### src/hdl/lmcm_pkg.sv
// shared constants, types and chip mapping for the led matrix command mapper
package lmcm_pkg;

   // data bytes that follow a line transfer command, green half then red half
   localparam int LINE_BYTES = 128;
   localparam int LINE_HALF  = LINE_BYTES / 2;

   // command bits, highest priority first
   localparam int CMD_BIT_COLUMN   = 7;
   localparam int CMD_BIT_LINE     = 6;
   localparam int CMD_BIT_CLEAR    = 5;
   localparam int CMD_BIT_BRIGHT   = 4;
   localparam int CMD_BIT_TRANSFER = 3;

   typedef enum logic [1:0] {
      KIND_NONE   = 2'd0,
      KIND_PIXEL  = 2'd1,
      KIND_CURSOR = 2'd2,
      KIND_CLEAR  = 2'd3
   } kind_type;

   // base chip of a 16-column block
   function automatic logic [2:0] chip_of_block(input logic [2:0] block);
      logic [2:0] chip;
      unique case (block)
         3'd0, 3'd4: chip = 3'd0;
         3'd1, 3'd5: chip = 3'd1;
         3'd2, 3'd6: chip = 3'd4;
         3'd3, 3'd7: chip = 3'd5;
         default:    chip = 3'd0;
      endcase
      return chip;
   endfunction

   // odd lines sit on the chips two above the even ones
   function automatic logic [2:0] chip_of(input logic [2:0] block, input logic odd_line);
      return chip_of_block(block) + {odd_line, 1'b0};
   endfunction

endpackage

### src/hdl/lmcm_if.sv
// request and response channel interfaces of the led matrix command mapper

interface lmcm_req_if;
   logic       valid;
   logic       ready;
   logic [7:0] host_byte;

   modport source (output valid, output host_byte, input ready);
   modport sink   (input valid, input host_byte, output ready);
endinterface

interface lmcm_rsp_if;
   logic       valid;
   logic       ready;
   logic [1:0] kind;
   logic [1:0] row_group;
   logic [2:0] chip;
   logic [5:0] nibble_address;
   logic [7:0] pixel_data;
   logic       last_of_line;

   modport source (output valid, output kind, output row_group, output chip,
                   output nibble_address, output pixel_data, output last_of_line,
                   input ready);
   modport sink   (input valid, input kind, input row_group, input chip,
                   input nibble_address, input pixel_data, input last_of_line,
                   output ready);
endinterface

### src/hdl/led_matrix_command_mapper_unit.sv
// top level: decodes host bytes into addressed writes for the led matrix drivers

// Each request is one host byte and gives exactly one response, in the cycle
// after it is taken. A new request is accepted every cycle, as long as the
// response register is empty or its response is taken in that same cycle, so
// the sustained rate is one request per cycle; the single response register is
// what sets both the latency and the stall behaviour. Outside a line transfer
// a byte is decoded as a command by bit priority (set column, set line, clear,
// brightness, line transfer, single data). After a line transfer command the
// next LINE_BYTES bytes are taken as raw pixel data whatever their value, the
// first half green and the second half red, each mapped to a row group, chip
// and nibble address. There is no clearing pass after reset.
module led_matrix_command_mapper_unit
   import lmcm_pkg::*;
(
   input  logic         clock,
   input  logic         reset,
   lmcm_req_if.sink     req_channel,
   lmcm_rsp_if.source   rsp_channel
);

   // decoder state
   logic       collecting_ff, collecting_in;
   logic [6:0] byte_count_ff, byte_count_in;
   logic [2:0] transfer_line_ff, transfer_line_in;
   logic [6:0] cursor_column_ff, cursor_column_in;
   logic [2:0] cursor_line_ff, cursor_line_in;

   // response register
   logic       rsp_valid_ff;
   kind_type   kind_ff, kind_in;
   logic [1:0] row_group_ff, row_group_in;
   logic [2:0] chip_ff, chip_in;
   logic [5:0] nibble_address_ff, nibble_address_in;
   logic [7:0] pixel_data_ff, pixel_data_in;
   logic       last_of_line_ff, last_of_line_in;

   logic       req_fire;
   logic [7:0] host_byte;

   // data byte mapping
   logic       data_red;
   logic       data_last;
   logic [5:0] data_col;

   // cursor mapping, on the cursor as it stands after the command
   logic [6:0] cur_col;
   logic [2:0] cur_line;

   // a response slot frees up when empty or drained this cycle
   assign req_channel.ready = !rsp_valid_ff || rsp_channel.ready;
   assign req_fire          = req_channel.valid && req_channel.ready;
   assign host_byte         = req_channel.host_byte;

   assign data_red  = {1'b0, byte_count_ff} >= 8'(LINE_HALF);
   assign data_col  = data_red ? 6'(byte_count_ff - 7'(LINE_HALF)) : byte_count_ff[5:0];
   assign data_last = {1'b0, byte_count_ff} >= 8'(LINE_BYTES - 1);

   always_comb begin
      collecting_in     = collecting_ff;
      byte_count_in     = byte_count_ff;
      transfer_line_in  = transfer_line_ff;
      cursor_column_in  = cursor_column_ff;
      cursor_line_in    = cursor_line_ff;

      kind_in           = KIND_NONE;
      row_group_in      = 2'd0;
      chip_in           = 3'd0;
      nibble_address_in = 6'd0;
      pixel_data_in     = 8'd0;
      last_of_line_in   = 1'b0;

      cur_col  = cursor_column_ff;
      cur_line = cursor_line_ff;

      if (collecting_ff) begin
         // every byte is data here, even one that looks like a command
         kind_in           = KIND_PIXEL;
         row_group_in      = transfer_line_ff[2:1];
         chip_in           = chip_of({1'b0, data_col[5:4]}, transfer_line_ff[0]);
         nibble_address_in = {data_red, data_col[3:0], 1'b0};
         pixel_data_in     = host_byte;
         last_of_line_in   = data_last;
         if (data_last) begin
            collecting_in = 1'b0;
            byte_count_in = 7'd0;
         end else begin
            byte_count_in = byte_count_ff + 7'd1;
         end
      end else begin
         priority if (host_byte[CMD_BIT_COLUMN]) begin
            cur_col          = host_byte[6:0];
            cursor_column_in = host_byte[6:0];
            kind_in          = KIND_CURSOR;
         end else if (host_byte[CMD_BIT_LINE]) begin
            cur_line         = host_byte[2:0];
            cursor_line_in   = host_byte[2:0];
            kind_in          = KIND_CURSOR;
         end else if (host_byte[CMD_BIT_CLEAR]) begin
            cursor_column_in = 7'd0;
            cursor_line_in   = 3'd0;
            kind_in          = KIND_CLEAR;
         end else if (host_byte[CMD_BIT_BRIGHT]) begin
            // brightness is not acted on
            kind_in          = KIND_NONE;
         end else if (host_byte[CMD_BIT_TRANSFER]) begin
            transfer_line_in = host_byte[2:0];
            collecting_in    = 1'b1;
            byte_count_in    = 7'd0;
         end else begin
            // single data and anything else
            kind_in          = KIND_NONE;
         end

         if (kind_in == KIND_CURSOR) begin
            // upper 64 columns address the red plane
            row_group_in      = cur_line[2:1];
            chip_in           = chip_of(cur_col[6:4], cur_line[0]);
            nibble_address_in = {cur_col[6], cur_col[3:0], 1'b0};
         end
      end
   end

   always_ff @(posedge clock) begin
      if (reset) begin
         collecting_ff    <= 1'b0;
         byte_count_ff    <= 7'd0;
         transfer_line_ff <= 3'd0;
         cursor_column_ff <= 7'd0;
         cursor_line_ff   <= 3'd0;
         rsp_valid_ff     <= 1'b0;
      end else begin
         if (req_fire) begin
            collecting_ff    <= collecting_in;
            byte_count_ff    <= byte_count_in;
            transfer_line_ff <= transfer_line_in;
            cursor_column_ff <= cursor_column_in;
            cursor_line_ff   <= cursor_line_in;
            rsp_valid_ff     <= 1'b1;
         end else if (rsp_channel.ready) begin
            rsp_valid_ff     <= 1'b0;
         end
      end
   end

   // payload, no reset needed
   always_ff @(posedge clock) begin
      if (req_fire) begin
         kind_ff           <= kind_in;
         row_group_ff      <= row_group_in;
         chip_ff           <= chip_in;
         nibble_address_ff <= nibble_address_in;
         pixel_data_ff     <= pixel_data_in;
         last_of_line_ff   <= last_of_line_in;
      end
   end

   assign rsp_channel.valid          = rsp_valid_ff;
   assign rsp_channel.kind           = kind_ff;
   assign rsp_channel.row_group      = row_group_ff;
   assign rsp_channel.chip           = chip_ff;
   assign rsp_channel.nibble_address = nibble_address_ff;
   assign rsp_channel.pixel_data     = pixel_data_ff;
   assign rsp_channel.last_of_line   = last_of_line_ff;

   // the final data byte of a line ends collection
   assert property (@(posedge clock) disable iff (reset)
      (req_fire && collecting_ff && data_last) |=> !collecting_ff)
      else $error("collection did not end after last data byte");

   // end of line is flagged only on pixel writes
   assert property (@(posedge clock) disable iff (reset)
      (rsp_valid_ff && last_of_line_ff) |-> (kind_ff == KIND_PIXEL))
      else $error("last_of_line on a non-pixel response");

   // the byte counter never runs past the line length
   assert property (@(posedge clock) disable iff (reset)
      {1'b0, byte_count_ff} < 8'(LINE_BYTES))
      else $error("byte count beyond line length");

   // a taken request always leaves a response behind
   assert property (@(posedge clock) disable iff (reset)
      req_fire |=> rsp_valid_ff)
      else $error("request taken without a response");

endmodule
### src/flat_wrapper.sv
// flat-port wrapper written by rule: the top's interface ports become plain ports
module led_matrix_command_mapper_unit_flat import lmcm_pkg::*;
  (clock, reset, req_channel_valid, req_channel_host_byte, req_channel_ready, rsp_channel_valid, rsp_channel_kind, rsp_channel_row_group, rsp_channel_chip, rsp_channel_nibble_address, rsp_channel_pixel_data, rsp_channel_last_of_line, rsp_channel_ready);
  lmcm_req_if req_channel_i ();
  lmcm_rsp_if rsp_channel_i ();
  input  logic clock;
  input  logic reset;
  input wire logic [$bits(req_channel_i.valid)-1:0] req_channel_valid;
  input wire logic [$bits(req_channel_i.host_byte)-1:0] req_channel_host_byte;
  output wire logic [$bits(req_channel_i.ready)-1:0] req_channel_ready;
  output wire logic [$bits(rsp_channel_i.valid)-1:0] rsp_channel_valid;
  output wire logic [$bits(rsp_channel_i.kind)-1:0] rsp_channel_kind;
  output wire logic [$bits(rsp_channel_i.row_group)-1:0] rsp_channel_row_group;
  output wire logic [$bits(rsp_channel_i.chip)-1:0] rsp_channel_chip;
  output wire logic [$bits(rsp_channel_i.nibble_address)-1:0] rsp_channel_nibble_address;
  output wire logic [$bits(rsp_channel_i.pixel_data)-1:0] rsp_channel_pixel_data;
  output wire logic [$bits(rsp_channel_i.last_of_line)-1:0] rsp_channel_last_of_line;
  input wire logic [$bits(rsp_channel_i.ready)-1:0] rsp_channel_ready;
  assign req_channel_i.valid = req_channel_valid;
  assign req_channel_i.host_byte = req_channel_host_byte;
  assign req_channel_ready = req_channel_i.ready;
  assign rsp_channel_valid = rsp_channel_i.valid;
  assign rsp_channel_kind = rsp_channel_i.kind;
  assign rsp_channel_row_group = rsp_channel_i.row_group;
  assign rsp_channel_chip = rsp_channel_i.chip;
  assign rsp_channel_nibble_address = rsp_channel_i.nibble_address;
  assign rsp_channel_pixel_data = rsp_channel_i.pixel_data;
  assign rsp_channel_last_of_line = rsp_channel_i.last_of_line;
  assign rsp_channel_i.ready = rsp_channel_ready;
  led_matrix_command_mapper_unit u_core (.clock(clock), .reset(reset), .req_channel(req_channel_i), .rsp_channel(rsp_channel_i));
endmodule
### config.mk
export PLATFORM = sky130hd
export DESIGN_NAME = led_matrix_command_mapper_unit_flat
export DESIGN_NICKNAME = d
export VERILOG_FILES = /design/src/hdl/lmcm_pkg.sv /design/src/hdl/lmcm_if.sv /design/src/hdl/led_matrix_command_mapper_unit.sv /design/src/flat_wrapper.sv
export SDC_FILE = /design/constraint.sdc
export NUM_CORES = 1
export LEC_CHECK = 0
export ABC_AREA = 1
export BUFFER_PORTS_ARGS = -buffer_cell sky130_fd_sc_hd__buf_4
export CAP_MARGIN = 20
export CORE_UTILIZATION = 55
export CTS_CLUSTER_SIZE = 24
export DETAILED_ROUTE_END_ITERATION = 8
export GPL_ROUTABILITY_DRIVEN = 0
export PLACE_DENSITY = 0.79
export SETUP_SLACK_MARGIN = 0.15
export SLEW_MARGIN = 20
export SYNTH_ARGS = -nofsm -noshare
export SYNTH_HDL_FRONTEND = slang
export SYNTH_SLANG_ARGS = --single-unit
### constraint.sdc
create_clock -name clock -period 2.43 [get_ports clock]
set_input_delay 0.486 -clock clock [delete_from_list [all_inputs] [get_ports clock]]
set_output_delay 0.486 -clock clock [all_outputs]
set_load 0.005 [all_outputs]
==> Word level (Yosys, flattened, before mapping) <==
Memory sizes are Yosys's and may differ from the RTL's.
Cells that the tools add are included.
{ "classes": {"n_addsub": 4, "n_lt_le_gt_ge": 2, "eq_ne": 9, "n_mux": 41, "n_bitwise": 5, "n_reduce_logical": 12} }
{ "ops": {"columns": ["cell", "count"], "rows": [
  ["$mux W7", 12],
  ["$mux W3", 10],
  ["$mux W6", 3],
  ["$ge A7 B7 Y1 const B", 2],
  ["$mux W2", 6],
  ["$pmux W3 S4", 1],
  ["$ne A2 B1 Y1 const B", 5],
  ["$mux W1", 9],
  ["$reduce_and A4 Y1", 2],
  ["$reduce_bool A2 Y1", 4],
  ["$add A7 B1 Y7 const B", 1],
  ["$reduce_and A7 Y1", 1],
  ["$add A3 B2 Y3", 2],
  ["$eq A2 B2 Y1 const B", 3],
  ["$reduce_and A6 Y1", 1],
  ["$sub A6 B1 Y6 const B", 1],
  ["$not A1 Y1", 5],
  ["$eq A2 B1 Y1 const B", 1],
  ["$logic_not A2 Y1", 1],
  ["$logic_and A1 B1 Y1", 1],
  ["$logic_not A1 Y1", 1],
  ["$logic_or A1 B1 Y1", 1]
]} }
{ "totals": {"ff_bits": 44, "romBits": 16, "output_inout_bits": 24, "word_cells": 87, "mem_count": 1} }
{ "memory_table": {"columns": ["name", "words", "width", "read_ports", "rd_clocked_by_memory_dff", "write_ports", "line", "source"], "rows": [
  ["(no name shown)", 8, 2, 1, 0, 0, "lmcm_pkg.sv:25", "unique case (block)"]
]} }

==> Longest topological paths before layout <==
{ "depth": {"word_depth": 10, "ltp_mapped": 9} }

==> Worst setup path before layout <==
Ideal clock, no wire load.
{ "synth_path": {"kind": "input to register", "start": "in rsp_channel_ready", "end": "reg u_core.cursor_column_ff[1]", "setup_time_ps": 70, "t_arrival_ps": 1727, "slack_ps": 632, "cell_stages": 6, "path_buffers": 0, "path_cell_list": "inv_1 > a21oi_2 > nand2_2 > nor2_2 > nand2_1 > a21oi_1"} }
{ "synth_between": {"elab_chain_len": 3} }
{ "synth_rtl": {"columns": ["item", "line", "source"], "rows": [
  ["start, declared", "flat_wrapper.sv:18", "input wire logic [$bits(rsp_channel_i.ready)-1:0] rsp_channel_ready;"],
  ["$logic_or A1 B1 Y1", "led_matrix_command_mapper_unit.sv:51", "assign req_channel.ready = !rsp_valid_ff || rsp_channel.ready;"],
  ["$logic_and A1 B1 Y1", "led_matrix_command_mapper_unit.sv:52", "assign req_fire = req_channel.valid && req_channel.ready;"],
  ["via u_core.req_fire", "led_matrix_command_mapper_unit.sv:38", "logic req_fire;"],
  ["$reduce_and A4 Y1 (no line)", null, null],
  ["end signal, assigned", "led_matrix_command_mapper_unit.sv:137", "cursor_column_ff <= cursor_column_in;"],
  ["end, declared", "led_matrix_command_mapper_unit.sv:26", "logic [6:0] cursor_column_ff, cursor_column_in;"]
]} }
The timed path passes the listed nets, and every way through them passes these cells.
A chain may end at the register's enable or synchronous reset.

==> Final worst setup path <==
{ "layout_path": {"start": "reg u_core.collecting_ff", "end": "reg u_core.byte_count_ff[5]"} }
{ "layout_between": {"elab_chain_len": 2, "elab_cells_between_ends": 7} }
{ "layout_rtl": {"columns": ["item", "line", "source"], "rows": [
  ["start, declared", "led_matrix_command_mapper_unit.sv:23", "logic collecting_ff, collecting_in;"],
  ["start signal, assigned", "led_matrix_command_mapper_unit.sv:134", "collecting_ff <= collecting_in;"],
  ["$ne A2 B1 Y1 (no line) or $reduce_bool A2 Y1 (tied branches)", null, null],
  ["$reduce_and A6 Y1 (no line)", null, null],
  ["end signal, assigned", "led_matrix_command_mapper_unit.sv:135", "byte_count_ff <= byte_count_in;"],
  ["end, declared", "led_matrix_command_mapper_unit.sv:24", "logic [6:0] byte_count_ff, byte_count_in;"]
]} }
Parallel ways exist; a longest one is shown, timed or not.

==> results.py <==
metrics = {
    "status": {
        "status": "complete, no violations",
    },
    "cts": {
        "ctsHoldBuffers": 0,
        "cts.sinks": 43,
        "root_buffer": "clkbuf_4",
        "post_cts_resized": 0,
        "htreeDepth": 2,
        "cts_setup_buffers": 0,
        "clk_latency_ns": 0.35,
        "cts_made_buffers": 5,
        "clock_path_buffers": 2,
        "clk_pin_slew_ns": 0.13,
        "cts_tree": "done",
    },
    "placement": {
        "postPlaceCellArea_mm2": 0.00229,
        "dp_slack_ns": 0.831,
        "hpwlAfterDp_um": 3050,
        "placed_cells": 319,
        "numPortBuffers": 34,
    },
    "synth": {
        "ys_seq_area_frac": 0.530,
        "synthCells": 246,
        "synthesis.nets": 259,
        "ys.warnings.count": 0,
        "ys_ff_latch": 43,
        "syn_area_per_cell_um2": 8.22,
        "yosysUniqueCellTypes": 28,
        "netlist_area_mm2": 0.00202,
    },
    "sta": {
        "rsz0062_at_grt": "no",
        "min_period_over_period": 0.640,
        "tns_ns": 0,
        "finalHoldViolCount": 0,
        "finClkSkew_ns": 0.0144,
        "period_minus_slack_ns": 1.56,
        "whs_ns": 0.385,
        "setup_violations": 0,
        "fmax_mhz": 643,
        "setup_slack_ns": 0.874,
        "drv_slew": 0,
    },
    "setup_path": {
        "critPathMaxFanout": 15,
        "cp-start-kind": "flip-flop",
        "cp.required_ns": 2.67,
        "arrival_ns": 1.80,
        "cp-end-kind": "flip-flop",
        "timing_worst_setup_path_type": "flip-flop to flip-flop",
    },
    "worst_hold_path": {
        "worstHoldPathType": "input pin to flip-flop",
    },
    "layout": {
        "final_area_mm2": 0.00234,
        "utilization": 0.686,
        "fin_nets": 293,
        "n_fill_cell": 294,
        "antenna_cells": 0,
        "drive_above_1_share": 0.210,
        "final_cells": 327,
        "area_growth_pct": 15.9,
    },
    "grt": {
        "grt_pass1_vias": 1495,
        "grt_usage": 0.235,
        "grt_pass1_wl_um": 7070,
        "grt_max_degree": 23,
        "grt_overflow": 0,
        "antenna_found_initial": 0,
    },
    "detailed_routing": {
        "routed_wl_um": 4100,
        "dr.pass1.iters": 4,
        "drtIter0Drc": 139,
        "wl_per_cell_um": 12.5,
        "drc": 0,
        "ant_nets": 0,
        "viasPerCell": 5.13,
        "vias": 1677,
    },
    "run": {
        "drv_cap": 0,
    },
    "power_and_ir_drop": {
        "p_per_area_mw_per_mm2": 557,
        "fin_total_pwr_mw": 1.31,
        "power_leakage_nw": 1.04,
        "peakVddDrop_mv": 0.439,
    },
    "floorplanning": {
        "initial_core_util": 0.592,
        "die_w_um": 62.6,
        "core_area_mm2": 0.00342,
        "ios": 36,
        "rows": 21,
        "fp.dieArea_mm2": 0.00392,
        "die_h_um": 62.6,
    },
}
[Yosys cell counts]
library cell,n,area share
nor3_2,2,0.0099
buf_6,2,0.011
a211oi_1,2,0.0074
o22ai_1,1,0.0031
conb_1,1,0.0019
ha_1,1,0.0062
clkbuf_1,3,0.0056
nand2_2,5,0.015
nand2_1,64,0.12
nor2_2,4,0.012
nor2_1,21,0.039
a21oi_2,1,0.0043
dfxtp_1,22,0.22
o21ai_2,1,0.0043
nor2_4,2,0.011
a22oi_1,2,0.0074
a21oi_1,21,0.052
a31oi_1,1,0.0031
buf_4,1,0.0037
buf_2,3,0.0074
inv_4,1,0.0031
edfxtp_1,21,0.31
nor3_1,2,0.0050
nand3_2,1,0.0050
nand3_1,24,0.059
inv_1,29,0.054
o21ai_0,6,0.015
o21ai_1,2,0.0050
[metal layers]
| layer | global-route usage | part of all wire |
|---|---|---|
| met3 | 0.0639 | 0.071 |
| met2 | 0.348 | 0.46 |
| met1 | 0.331 | 0.46 |
| met5 | 0 | 0 |
| met4 | 0.0843 | 0.0093 |
[state kept, by name, indices dropped and copies added (netlist names)]
name / count
u_core.rsp_channel.pixel_data: 8
u_core.byte_count_ff: 7
u_core.cursor_column_ff: 7
u_core.rsp_channel.nibble_address: 5
u_core.cursor_line_ff: 3
u_core.rsp_channel.chip: 3
u_core.transfer_line_ff: 3
u_core.rsp_channel.kind: 2
u_core.rsp_channel.row_group: 2
u_core.collecting_ff: 1
u_core.rsp_channel.last_of_line: 1
u_core.rsp_channel.valid: 1
[cell type report]
class	instances	area (µm²)	area share
Clock buffer	7	45.0	0.0192
Multi-Input combinational cell	164	779	0.333
Tap cell	46	57.6	0.0246
Inverter	30	115	0.0491
Timing Repair Buffer	36	270	0.115
Sequential cell	43	1070	0.457
Clock inverter	1	5.00	0.00214
[kinds of logic (layout without fill, tap and decap cells)]
| logic type | count (synthesis) | in the layout | synth area share |
|---|---|---|---|
| compound gates | 37 | 37 | 0.101 |
| other cells | 1 | 1 | 0.00185 |
| flops | 43 | 43 | 0.530 |
| buf+inv | 39 | 74 | 0.0848 |
| fa+ha+maj | 1 | 1 | 0.00619 |
| simple gates | 125 | 125 | 0.276 |
[power breakdown]
group / switching, mW / internal, mW
combinational: 0.0989 / 0.0705
sequential: 0.0133 / 0.795
clock: 0.215 / 0.113
[cells in the final DEF, fill, tap and decap left out, types with 4 or more instances in the layout]
cell      count
nor2_1       21
edfxtp_1     21
o21ai_0       6
inv_1        29
nand3_1      24
nor2_2        4
dfxtp_1      22
a21oi_1      21
buf_4        36
clkbuf_4      5
nand2_1      64
nand2_2       5
[worst paths after layout]
kind	from	end	slack (ns)	cells past startpoint
hold / removal	reset	u_core.cursor_column_ff[1]	0.38	2
setup reg to reg	u_core.collecting_ff	u_core.byte_count_ff[5]	0.87	7
setup / recovery	u_core.collecting_ff	u_core.byte_count_ff[5]	0.87	7
hold reg to reg	u_core.cursor_column_ff[5]	u_core.cursor_column_ff[5]	0.48	2
[worst max-delay path, cell delays in order (launching register included)]
cell	delay (ns)
dfxtp_1	0.58
inv_4	0.16
nand2_2	0.12
nand3_2	0.10
nor2_4	0.22
nand2_1	0.09
nand2_2	0.13
nor2_1	0.07
No activity file was read; power rests on OpenSTA's default activity.
